===== config.mk =====
export PLATFORM = sky130hd
export DESIGN_NAME = timed_job_sorted_queue_flat
export DESIGN_NICKNAME = d
export VERILOG_FILES = /design/src/hdl/tjsq_pkg.sv /design/src/hdl/tjsq_if.sv /design/src/hdl/tjsq_store.sv /design/src/hdl/tjsq_seq.sv /design/src/hdl/timed_job_sorted_queue.sv /design/src/flat_wrapper.sv
export VERILOG_INCLUDE_DIRS = /design/src /design/src/hdl
export SDC_FILE = /design/constraint.sdc
export NUM_CORES = 1
export LEC_CHECK = 0
export ABC_AREA = 0
export BUFFER_PORTS_ARGS = -buffer_cell sky130_fd_sc_hd__clkbuf_2
export CELL_PAD_IN_SITES_DETAIL_PLACEMENT = 0
export CELL_PAD_IN_SITES_GLOBAL_PLACEMENT = 1
export CORE_MARGIN = 8
export CORE_UTILIZATION = 53
export CTS_CLUSTER_DIAMETER = 150
export CTS_CLUSTER_SIZE = 20
export DETAILED_ROUTE_END_ITERATION = 10
export PLACE_DENSITY = 0.86
export SETUP_SLACK_MARGIN = 0.05
export SYNTH_ARGS = -nofsm -noshare
export SYNTH_HDL_FRONTEND = slang
export SYNTH_SLANG_ARGS = --single-unit

===== constraint.sdc =====
create_clock -name clk -period 5.25 [get_ports clk]
set_input_delay 1.05 -clock clk [delete_from_list [all_inputs] [get_ports clk]]
set_output_delay 1.05 -clock clk [all_outputs]
set_load 0.05 [all_outputs]

===== src/hdl/timed_job_sorted_queue_assert.svh =====
// assertion helpers used by the queue sequencer
`ifndef TIMED_JOB_SORTED_QUEUE_ASSERT_SVH
`define TIMED_JOB_SORTED_QUEUE_ASSERT_SVH

// same-cycle implication, checked outside reset
`define TJSQ_ASSERT_IMPLY(label, clk, rst_n, ante, cons, msg) \
  label: assert property (@(posedge clk) disable iff (!rst_n) (ante) |-> (cons)) \
    else $error(msg);

// next-cycle implication, checked outside reset
`define TJSQ_ASSERT_NEXT(label, clk, rst_n, ante, cons, msg) \
  label: assert property (@(posedge clk) disable iff (!rst_n) (ante) |=> (cons)) \
    else $error(msg);

`endif


===== src/hdl/tjsq_pkg.sv =====
`timescale 1ns / 1ps

package tjsq_pkg;

  localparam int QUEUE_DEPTH = 16;
  localparam int TAG_BITS    = 8;
  localparam int TIME_W      = 32;
  localparam int IDX_W       = (QUEUE_DEPTH > 1) ? $clog2(QUEUE_DEPTH) : 1;
  localparam int CNT_W       = $clog2(QUEUE_DEPTH + 1);

  // operation codes
  localparam logic FUNC_INSERT = 1'b0;
  localparam logic FUNC_POP    = 1'b1;

  // one stored job
  typedef struct packed {
    logic [TIME_W-1:0]   due_time;
    logic [TAG_BITS-1:0] tag;
    logic                skip;
    logic                ask;
  } entry_t;

  // one incoming transaction
  typedef struct packed {
    logic                func;
    logic [TIME_W-1:0]   due_time;
    logic [TAG_BITS-1:0] job_tag;
    logic                skip_trash;
    logic                ask_first;
  } item_t;

  // one outgoing transaction
  typedef struct packed {
    logic                popped_valid;
    logic [TIME_W-1:0]   popped_time;
    logic [TAG_BITS-1:0] popped_tag;
    logic                popped_skip;
    logic                popped_ask;
    logic                overflow;
    logic                queue_empty;
    logic [CNT_W-1:0]    entry_count;
  } result_t;

  // memory port request from the sequencer
  typedef struct packed {
    logic             we;
    logic [IDX_W-1:0] waddr;
    entry_t           wdata;
    logic [IDX_W-1:0] raddr;
  } mem_req_t;

endpackage


===== src/hdl/tjsq_if.sv =====
`timescale 1ns / 1ps

// input channel
interface tjsq_in_if;
  import tjsq_pkg::*;

  logic                valid;
  logic                ready;
  logic                func;
  logic [TIME_W-1:0]   due_time;
  logic [TAG_BITS-1:0] job_tag;
  logic                skip_trash;
  logic                ask_first;

  modport source (output valid, func, due_time, job_tag, skip_trash, ask_first,
                  input ready);
  modport sink (input valid, func, due_time, job_tag, skip_trash, ask_first,
                output ready);
endinterface

// result channel
interface tjsq_out_if;
  import tjsq_pkg::*;

  logic                valid;
  logic                ready;
  logic                popped_valid;
  logic [TIME_W-1:0]   popped_time;
  logic [TAG_BITS-1:0] popped_tag;
  logic                popped_skip;
  logic                popped_ask;
  logic                overflow;
  logic                queue_empty;
  logic [CNT_W-1:0]    entry_count;

  modport source (output valid, popped_valid, popped_time, popped_tag, popped_skip,
                  popped_ask, overflow, queue_empty, entry_count,
                  input ready);
  modport sink (input valid, popped_valid, popped_time, popped_tag, popped_skip,
                popped_ask, overflow, queue_empty, entry_count,
                output ready);
endinterface


===== src/hdl/tjsq_store.sv =====
`timescale 1ns / 1ps

module tjsq_store (
  input  logic               clk,
  input  tjsq_pkg::mem_req_t req,
  output tjsq_pkg::entry_t   rdata
);
  import tjsq_pkg::*;

  entry_t mem [QUEUE_DEPTH];
  entry_t rdata_r;

  // single write port
  always_ff @(posedge clk) begin
    if (req.we) begin
      mem[req.waddr] <= req.wdata;
    end
  end

  // registered read port
  always_ff @(posedge clk) begin
    rdata_r <= mem[req.raddr];
  end

  assign rdata = rdata_r;

endmodule


===== src/hdl/tjsq_seq.sv =====
`timescale 1ns / 1ps
`include "timed_job_sorted_queue_assert.svh"

module tjsq_seq (
  input  logic               clk,
  input  logic               rst_n,
  input  logic               in_valid,
  output logic               in_ready,
  input  tjsq_pkg::item_t    in_item,
  output logic               res_valid,
  input  logic               res_ready,
  output tjsq_pkg::result_t  res_data,
  output tjsq_pkg::mem_req_t mem_req,
  input  tjsq_pkg::entry_t   mem_rdata
);
  import tjsq_pkg::*;

  typedef enum logic [5:0] {
    S_IDLE      = 6'b000001,
    S_INS_WALK  = 6'b000010,
    S_INS_LAST  = 6'b000100,
    S_POP_HEAD  = 6'b001000,
    S_POP_SHIFT = 6'b010000,
    S_DONE      = 6'b100000
  } state_t;

  state_t           state_r, state_nxt;
  logic [IDX_W-1:0] idx_r, idx_nxt;
  logic [CNT_W-1:0] count_r, count_nxt;
  entry_t           new_r, new_nxt;
  logic             pvalid_r, pvalid_nxt;
  entry_t           pentry_r, pentry_nxt;
  logic             ovf_r, ovf_nxt;

  logic [CNT_W-1:0] cnt_m1;
  logic             full;
  logic             empty;
  logic             earlier;

  assign cnt_m1  = count_r - CNT_W'(1);
  assign full    = (count_r == CNT_W'(QUEUE_DEPTH));
  assign empty   = (count_r == '0);
  // insert compare: stored entry strictly earlier than the new job
  assign earlier = (mem_rdata.due_time < new_r.due_time);

  assign in_ready  = (state_r == S_IDLE);
  assign res_valid = (state_r == S_DONE);

  // result fields, count already updated when in the done state
  always_comb begin
    res_data.popped_valid = pvalid_r;
    res_data.popped_time  = pentry_r.due_time;
    res_data.popped_tag   = pentry_r.tag;
    res_data.popped_skip  = pentry_r.skip;
    res_data.popped_ask   = pentry_r.ask;
    res_data.overflow     = ovf_r;
    res_data.queue_empty  = empty;
    res_data.entry_count  = count_r;
  end

  // sequencer
  always_comb begin
    state_nxt     = state_r;
    idx_nxt       = idx_r;
    count_nxt     = count_r;
    new_nxt       = new_r;
    pvalid_nxt    = pvalid_r;
    pentry_nxt    = pentry_r;
    ovf_nxt       = ovf_r;
    mem_req.we    = 1'b0;
    mem_req.waddr = '0;
    mem_req.wdata = new_r;
    mem_req.raddr = '0;

    case (state_r)
      S_IDLE: begin
        if (in_valid) begin
          new_nxt.due_time = in_item.due_time;
          new_nxt.tag      = in_item.job_tag;
          new_nxt.skip     = in_item.skip_trash;
          new_nxt.ask      = in_item.ask_first;
          pvalid_nxt       = 1'b0;
          pentry_nxt       = '0;
          ovf_nxt          = 1'b0;
          case (in_item.func)
            FUNC_INSERT: begin
              if (full) begin
                ovf_nxt   = 1'b1;
                state_nxt = S_DONE;
              end else if (empty) begin
                mem_req.we    = 1'b1;
                mem_req.waddr = '0;
                mem_req.wdata = new_nxt;
                count_nxt     = CNT_W'(1);
                state_nxt     = S_DONE;
              end else begin
                mem_req.raddr = cnt_m1[IDX_W-1:0];
                idx_nxt       = cnt_m1[IDX_W-1:0];
                state_nxt     = S_INS_WALK;
              end
            end
            FUNC_POP: begin
              if (empty) begin
                state_nxt = S_DONE;
              end else begin
                mem_req.raddr = '0;
                idx_nxt       = '0;
                state_nxt     = S_POP_HEAD;
              end
            end
            default: begin
              state_nxt = S_DONE;
            end
          endcase
        end
      end

      // walk from the tail, moving later-or-equal entries up one slot
      S_INS_WALK: begin
        mem_req.we    = 1'b1;
        mem_req.waddr = idx_r + IDX_W'(1);
        if (earlier) begin
          mem_req.wdata = new_r;
          count_nxt     = count_r + CNT_W'(1);
          state_nxt     = S_DONE;
        end else begin
          mem_req.wdata = mem_rdata;
          if (idx_r == '0) begin
            state_nxt = S_INS_LAST;
          end else begin
            mem_req.raddr = idx_r - IDX_W'(1);
            idx_nxt       = idx_r - IDX_W'(1);
          end
        end
      end

      // new job becomes the head
      S_INS_LAST: begin
        mem_req.we    = 1'b1;
        mem_req.waddr = '0;
        mem_req.wdata = new_r;
        count_nxt     = count_r + CNT_W'(1);
        state_nxt     = S_DONE;
      end

      // head arrives from memory
      S_POP_HEAD: begin
        pvalid_nxt = 1'b1;
        pentry_nxt = mem_rdata;
        if (count_r == CNT_W'(1)) begin
          count_nxt = '0;
          state_nxt = S_DONE;
        end else begin
          mem_req.raddr = IDX_W'(1);
          idx_nxt       = IDX_W'(1);
          state_nxt     = S_POP_SHIFT;
        end
      end

      // move each remaining entry down one slot
      S_POP_SHIFT: begin
        mem_req.we    = 1'b1;
        mem_req.waddr = idx_r - IDX_W'(1);
        mem_req.wdata = mem_rdata;
        if (CNT_W'(idx_r) == cnt_m1) begin
          count_nxt = cnt_m1;
          state_nxt = S_DONE;
        end else begin
          mem_req.raddr = idx_r + IDX_W'(1);
          idx_nxt       = idx_r + IDX_W'(1);
        end
      end

      S_DONE: begin
        if (res_ready) begin
          state_nxt = S_IDLE;
        end
      end

      default: begin
        state_nxt = S_IDLE;
      end
    endcase
  end

  // control state
  always_ff @(posedge clk) begin
    if (!rst_n) begin
      state_r <= S_IDLE;
      count_r <= '0;
    end else begin
      state_r <= state_nxt;
      count_r <= count_nxt;
    end
  end

  // payload state
  always_ff @(posedge clk) begin
    idx_r    <= idx_nxt;
    new_r    <= new_nxt;
    pvalid_r <= pvalid_nxt;
    pentry_r <= pentry_nxt;
    ovf_r    <= ovf_nxt;
  end

  // walk index stays inside the filled region
  `TJSQ_ASSERT_IMPLY(a_walk_in_range, clk, rst_n, (state_r == S_INS_WALK), (CNT_W'(idx_r) < count_r), "insert walk index beyond fill count")
  // shifting only happens with at least two entries
  `TJSQ_ASSERT_IMPLY(a_shift_count, clk, rst_n, (state_r == S_POP_SHIFT), (count_r >= CNT_W'(2)), "pop shift with fewer than two entries")
  // insert into a full queue is dropped with overflow
  `TJSQ_ASSERT_NEXT(a_full_drop, clk, rst_n, (state_r == S_IDLE && in_valid && in_item.func == FUNC_INSERT && full), (state_r == S_DONE && ovf_r && $stable(count_r)), "full insert not flagged as overflow")

endmodule


===== src/hdl/timed_job_sorted_queue.sv =====
`timescale 1ns / 1ps
// flow: an insert into an empty or full queue, or a pop of an empty one, goes straight from
//   idle to the done state; otherwise an insert walks from the tail and a pop shifts the
//   remaining entries, one entry per cycle through the memory port
// throughput: one transaction at a time, the next one accepted once the sequencer is idle
// reset: synchronous active-low rst_n clears fill count, sequencer and output valid;
//   stored entries are left as they are and are never read before being written

module timed_job_sorted_queue (
  input  logic clk,
  input  logic rst_n,
  tjsq_in_if.sink    in_ch,
  tjsq_out_if.source out_ch
);
  import tjsq_pkg::*;

  item_t    in_item;
  result_t  res_data;
  logic     res_valid;
  logic     res_ready;
  mem_req_t mem_req;
  entry_t   mem_rdata;

  logic     out_valid_r, out_valid_nxt;
  result_t  out_r, out_nxt;

  // gather the input payload
  always_comb begin
    in_item.func       = in_ch.func;
    in_item.due_time   = in_ch.due_time;
    in_item.job_tag    = in_ch.job_tag;
    in_item.skip_trash = in_ch.skip_trash;
    in_item.ask_first  = in_ch.ask_first;
  end

  tjsq_seq u_seq (
    .clk       (clk),
    .rst_n     (rst_n),
    .in_valid  (in_ch.valid),
    .in_ready  (in_ch.ready),
    .in_item   (in_item),
    .res_valid (res_valid),
    .res_ready (res_ready),
    .res_data  (res_data),
    .mem_req   (mem_req),
    .mem_rdata (mem_rdata)
  );

  tjsq_store u_store (
    .clk   (clk),
    .req   (mem_req),
    .rdata (mem_rdata)
  );

  // output register, loads when empty or being drained
  assign res_ready = !out_valid_r || out_ch.ready;

  always_comb begin
    out_valid_nxt = out_valid_r;
    out_nxt       = out_r;
    if (res_ready) begin
      out_valid_nxt = res_valid;
      if (res_valid) begin
        out_nxt = res_data;
      end
    end
  end

  always_ff @(posedge clk) begin
    if (!rst_n) begin
      out_valid_r <= 1'b0;
    end else begin
      out_valid_r <= out_valid_nxt;
    end
  end

  always_ff @(posedge clk) begin
    out_r <= out_nxt;
  end

  // drive the result channel
  assign out_ch.valid        = out_valid_r;
  assign out_ch.popped_valid = out_r.popped_valid;
  assign out_ch.popped_time  = out_r.popped_time;
  assign out_ch.popped_tag   = out_r.popped_tag;
  assign out_ch.popped_skip  = out_r.popped_skip;
  assign out_ch.popped_ask   = out_r.popped_ask;
  assign out_ch.overflow     = out_r.overflow;
  assign out_ch.queue_empty  = out_r.queue_empty;
  assign out_ch.entry_count  = out_r.entry_count;

endmodule


===== src/flat_wrapper.sv =====
// flat-port wrapper written by rule: the top's interface ports become plain ports
module timed_job_sorted_queue_flat import tjsq_pkg::*;
  (clk, rst_n, in_ch_valid, in_ch_func, in_ch_due_time, in_ch_job_tag, in_ch_skip_trash, in_ch_ask_first, in_ch_ready, out_ch_valid, out_ch_popped_valid, out_ch_popped_time, out_ch_popped_tag, out_ch_popped_skip, out_ch_popped_ask, out_ch_overflow, out_ch_queue_empty, out_ch_entry_count, out_ch_ready);
  tjsq_in_if in_ch_i ();
  tjsq_out_if out_ch_i ();
  input  logic clk;
  input  logic rst_n;
  input wire logic [$bits(in_ch_i.valid)-1:0] in_ch_valid;
  input wire logic [$bits(in_ch_i.func)-1:0] in_ch_func;
  input wire logic [$bits(in_ch_i.due_time)-1:0] in_ch_due_time;
  input wire logic [$bits(in_ch_i.job_tag)-1:0] in_ch_job_tag;
  input wire logic [$bits(in_ch_i.skip_trash)-1:0] in_ch_skip_trash;
  input wire logic [$bits(in_ch_i.ask_first)-1:0] in_ch_ask_first;
  output wire logic [$bits(in_ch_i.ready)-1:0] in_ch_ready;
  output wire logic [$bits(out_ch_i.valid)-1:0] out_ch_valid;
  output wire logic [$bits(out_ch_i.popped_valid)-1:0] out_ch_popped_valid;
  output wire logic [$bits(out_ch_i.popped_time)-1:0] out_ch_popped_time;
  output wire logic [$bits(out_ch_i.popped_tag)-1:0] out_ch_popped_tag;
  output wire logic [$bits(out_ch_i.popped_skip)-1:0] out_ch_popped_skip;
  output wire logic [$bits(out_ch_i.popped_ask)-1:0] out_ch_popped_ask;
  output wire logic [$bits(out_ch_i.overflow)-1:0] out_ch_overflow;
  output wire logic [$bits(out_ch_i.queue_empty)-1:0] out_ch_queue_empty;
  output wire logic [$bits(out_ch_i.entry_count)-1:0] out_ch_entry_count;
  input wire logic [$bits(out_ch_i.ready)-1:0] out_ch_ready;
  assign in_ch_i.valid = in_ch_valid;
  assign in_ch_i.func = in_ch_func;
  assign in_ch_i.due_time = in_ch_due_time;
  assign in_ch_i.job_tag = in_ch_job_tag;
  assign in_ch_i.skip_trash = in_ch_skip_trash;
  assign in_ch_i.ask_first = in_ch_ask_first;
  assign in_ch_ready = in_ch_i.ready;
  assign out_ch_valid = out_ch_i.valid;
  assign out_ch_popped_valid = out_ch_i.popped_valid;
  assign out_ch_popped_time = out_ch_i.popped_time;
  assign out_ch_popped_tag = out_ch_i.popped_tag;
  assign out_ch_popped_skip = out_ch_i.popped_skip;
  assign out_ch_popped_ask = out_ch_i.popped_ask;
  assign out_ch_overflow = out_ch_i.overflow;
  assign out_ch_queue_empty = out_ch_i.queue_empty;
  assign out_ch_entry_count = out_ch_i.entry_count;
  assign out_ch_i.ready = out_ch_ready;
  timed_job_sorted_queue u_core (.clk(clk), .rst_n(rst_n), .in_ch(in_ch_i), .out_ch(out_ch_i));
endmodule

# == After elaboration in Yosys (flattened, before gate mapping) ==
# Memory sizes are Yosys's and may differ from the RTL's. A register that Yosys moved wholly into a read port is not among the register bits.
# Index checks and enable logic that the tools add are counted.
# totals
mem_count,1
elab_cells,116
regBits,152
output_inout_bits,52
ram_bits,672
# classes
eq_ne,25
n_reduce_logical,13
bitwise,1
order_cmp,1
mux,49
addsub,4
# memory_table
name,depth,width,rd,rd_ports_with_merged_regs,wr,line,source
u_core.u_store.mem,16,42,1,1,1,tjsq_store.sv:10,entry_t mem [QUEUE_DEPTH];
# ops
cell,n
47-bit case mux with 4 select lines,1
51-bit 2-to-1 mux,2
47-bit 2-to-1 mux,2
42-bit 2-to-1 mux,2
42-bit case mux with 2 select lines,1
6-bit 2-to-1 mux,9
4-bit 2-to-1 mux,12
6-bit case mux with 6 select lines,1
5-bit 2-to-1 mux,7
32-bit less-than comparator,1
4-bit case mux with 4 select lines,2
5-bit case mux with 5 select lines,1
"2-bit inequality test, second input constant",11
4-bit case mux with 2 select lines,2
"3-bit inequality test, second input constant",4
6-bit case mux with 2 select lines,1
9-bit AND reduction,1
8-bit AND reduction,1
"6-bit by 1-bit equality test with 1-bit output, second input constant",1
"6-bit by 2-bit equality test with 1-bit output, second input constant",1
"6-bit by 3-bit equality test with 1-bit output, second input constant",1
"6-bit by 4-bit equality test with 1-bit output, second input constant",1
"6-bit by 5-bit equality test with 1-bit output, second input constant",1
"6-bit equality test, second input constant",1
other kinds (20),26

# == Longest topological paths before layout ==
# logic_depth
depth_word,8
ltp_mapped,16

# == Hierarchy ==
# A second synthesis with hierarchy kept.
# unflattened
cells_unflattened,1708
area_unflattened_um2,33658.5
# by_module_without_submodules
mod,cells_per_inst,area_each_um2,instances,seq_area_each_um2
tjsq_store,1092,26058.7,1,21020.2
tjsq_seq,561,6040.8,1,2922.8
timed_job_sorted_queue,55,1559.0,1,1521.5

# == Worst setup path after synthesis ==
# OpenSTA, ideal clock, no wires.
# synth_path
path_kind,reg2reg
from,register u_core.u_seq.count_r[0]
to,"memory u_core.u_store.mem[4][0] (netlist name), enable pin"
t_required_ps,4808
arrival_ps,4144
path_stages_with_launch,12
slack_ps,665
n_path_buf,4
cell_sequence,dfxtp_1 clkbuf_1 inv_1 ha_1 or3b_1 buf_2 nor2_1 and3_1 clkbuf_1 clkbuf_1 nor2_1 nor2_1
# synth_lines
item,line,source
start: declaration,tjsq_seq.sv:29,"logic [CNT_W-1:0] count_r, count_nxt;"
start signal: assignment,tjsq_seq.sv:193,count_r <= count_nxt;
end: declaration,tjsq_store.sv:10,

==> run summary <==
first-pass GRT wire length = 120,000 um
fin cells = 3,127
Netlist Area Pre-Place = 0.0343 mm2
CP Cell Sequence = inv_1 > ha_1 > a2111oi_1 > o21ai_0 > a41oi_1 > o21bai_1 > o21ai_0 > o21bai_4 > buf_4 > a222oi_1 > inv_1
total power = 16.0 mW
max incr delay on CP = 0.69 ns
P&R area growth vs syn = 9.49%
syn_nets = 2,234
core area = 0.0642 mm2
final setup fails = 0
Vias = 19,300
ys async rst share = 0%
status = finished, final reports clean
GR Util met1 = 29.4%
WL/cell = 26.1 um
CP max stage cell = a2111oi_1
FF+latch count, synth = 866
met2 global-route usage = 35.7%
post-DP HPWL = 45,000 um
cell count after synthesis = 2,150
Netlist cell types = 70
Final min period = 4.87 ns
Synth Flop Type = edfxtp_1
post-synthesis sequential area ratio = 74.3%
CTS tree = done
H-tree depth = 2
Root Buffer = clkbuf_16
worst-path maximum fanout = 27
Tcrit/Tclk final = 92.8%
worst path arrival time = 5.23 ns
RSZ-0062 raised after global routing = false
global routing's busiest layer = met2
DRC violations left = 0
ant diodes = 0
initial core utilization = 53.3%
Row Count = 93
normalized max-slew margin = 15.4%
Setup Fix Bufs, Post-CTS = 0
Setup Total Neg Slack = 0 ns
Power Dens Cells = 426 mW/mm2
Tot GR Track Use = 21.5%
drt total wl = 81,600 um
Clock Tree Buf Depth = 3
CP Class = flip-flop to flip-flop
met3 Use GR = 3.38%
antenna-violating nets left = 0
f_max = 0.205 GHz
worst slew pin tran = 1.26 ns
Die H = 270 um
Die Span X = 270 um
fin nets = 2,317
proportion of layout cells with a drive suffix above 1 = 11.2%
routed vias/inst = 6.16
drt pass-1 iters = 6
RePlAce Congestion = 0.826
TritonCTS Buffers = 49
dpl cells = 3,037
DIE AREA = 0.0730 mm2
number of synthesized flops with an enable pin = 812
crit path capture type = flip-flop
clock skew = 0.0287 ns
vias in the first global route = 18,900
max-slew violations = 0
initial antenna violation count = 2
Synth warnings = 0
GRT overflow = 0
Max Cap Violations = 0
largest area contributor in the netlist = edfxtp_1
Yosys top cell area share = 71.2%
largest cells by area after synthesis = edfxtp_1, mux2i_1, dfxtp_1
Initial DRC Count = 2,458
Buffers on Ports = 98
I/O pin cnt = 99
CTS Sinks = 866
Lkg Pwr = 14.8 nW
Worst setup SP type = flip-flop
Hold Path Class = flip-flop to flip-flop
fillers = 4,755
Clk Latency, worst-skew pair = 0.62 ns
Avg Synthesized Cell Area = 15.9 um2
final hold viol count = 0
largest net degree at the start of global routing = 69
Req. time, crit path = 5.61 ns
CTS clk-pin slew, worst paths = 0.08 ns
Peak VDD IR = 0.259 mV
-- Yosys cell counts, types with 32 or more instances --
cell and n:
buf_2 39, nand2_1 197, inv_1 83, o22ai_1 87, o21ai_0 32, ha_1 37
a31oi_1 83, nor2_1 43, mux2i_1 335, dfxtp_1 54, and2_1 47, edfxtp_1 812
clkbuf_1 65, a222oi_1 42
-- critical path, delay by kind of cell (launching register included) --
kind / cells / cell delay [ns]
compound gates: 7 / 2.99
buf+inv: 3 / 1.00
fa+ha+maj: 1 / 0.22
flops: 1 / 0.39
-- path summary, 6_finish.rpt --
check | startpoint | end | slack (ns) | depth (start not counted)
setup / recovery | u_core.u_seq.new_r[11] | u_core.u_store.mem[13][11] | 0.38 | 11
hold / removal | u_core.u_seq.pvalid_r | u_core.out_ch.popped_valid | 0.42 | 0
setup reg to reg | u_core.u_seq.new_r[11] | u_core.u_store.mem[13][11] | 0.38 | 11
hold reg to reg | u_core.u_seq.pvalid_r | u_core.out_ch.popped_valid | 0.42 | 0
-- cell families (layout without fill, tap and decap cells) --
logic type | after synthesis | count (layout) | share of synthesized area, %
AOI/OAI and AO/OA | 347 | 347 | 6.86
and+or+nand+nor | 345 | 345 | 4.61
adders and majority gates | 37 | 37 | 1.35
buffers and inverters | 209 | 331 | 2.69
muxes | 335 | 335 | 9.79
DFF | 866 | 866 | 74.3
xor gates and xnor gates | 11 | 11 | 0.365
-- per-stage QoR --
| step | hold WS (ns) | area [um2] | util (%) | worst slack, ns |
|---|---|---|---|---|
| 3_5_place_dp | 0.405 | 36100 | 56.1 | 0.173 |
| 3_3_place_gp | 0.402 | 36100 | 56.1 | 0.295 |
| 4_1_cts | 0.423 | 37500 | 58.4 | 0.0985 |
| 6_report | 0.422 | 37500 | 58.4 | 0.376 |
| 2_1_floorplan | 0.400 | 34300 | - | 0.665 |
| 5_1_grt | 0.428 | 37500 | 58.4 | 0.247 |
-- cell type report --
class	count	area, um2	area share [%]
Sequential cell	866	25500	67.9
Inverter	84	315	0.841
Timing Repair Buffer	157	1150	3.06
Tap cell	855	1070	2.85
Clock buffer	88	1420	3.77
Multi-Input combinational cell	1075	8070	21.5
Clock inverter	2	25.0	0.0667
-- state kept, by name, indices dropped and copies added, names as in the netlist, 6 cells and up --
| signal | flops |
|---|---|
| u_core.u_seq.new_r | 42 |
| u_core.u_seq.res_data | 42 |
| u_core.u_seq.state_r | 6 |
| u_core.u_store.rdata | 42 |
| u_core.u_store.mem | 672 |
| u_core.out_ch.popped_tag | 8 |
| u_core.out_ch.popped_time | 32 |
-- report_power, final --
group          internal, mW  leakage (nW)  total, mW  switching [mW]
registers              8.77          7.83       9.07           0.298
logic                 0.818          6.25       2.94            2.12
clock network          1.84         0.684       3.95            2.11
-- per-layer routing --
layer | part of all wire, % | vias to the layer above
met3 | 9.0 | 151
met1 | 40 | 9689
met4 | 2.6 | 0
met2 | 48 | 993
li1 | - | 8441
met5 | 0 | -
-- cells in the final DEF (no fill, tap or decap), types with 8 or more instances in the layout --
cell / netlist / final
nor2_4: 0 / 16
a222oi_1: 42 / 42
o21ai_0: 32 / 31
o22ai_1: 87 / 87
dfxtp_1: 54 / 54
buf_12: 0 / 17
edfxtp_1: 812 / 812
mux2i_1: 335 / 335
buf_4: 11 / 42
and2_1: 47 / 46
nand2_1: 197 / 195
nand3_1: 8 / 8
clkbuf_16: 0 / 51
clkbuf_2: 2 / 98
nor2_1: 43 / 27
ha_1: 37 / 37
o21ai_1: 27 / 27
clkbuf_1: 65 / 37
a31oi_1: 83 / 83
inv_1: 83 / 82
a21oi_1: 26 / 26
-- timing repair --
| action | CTS | global route |
|---|---|---|
| hold buffers | 0 | 0 |
| resized for setup | 0 | 1 |
| endpoints found under the setup margin | 0 | 95 |
(Power assumes the default switching activity.)
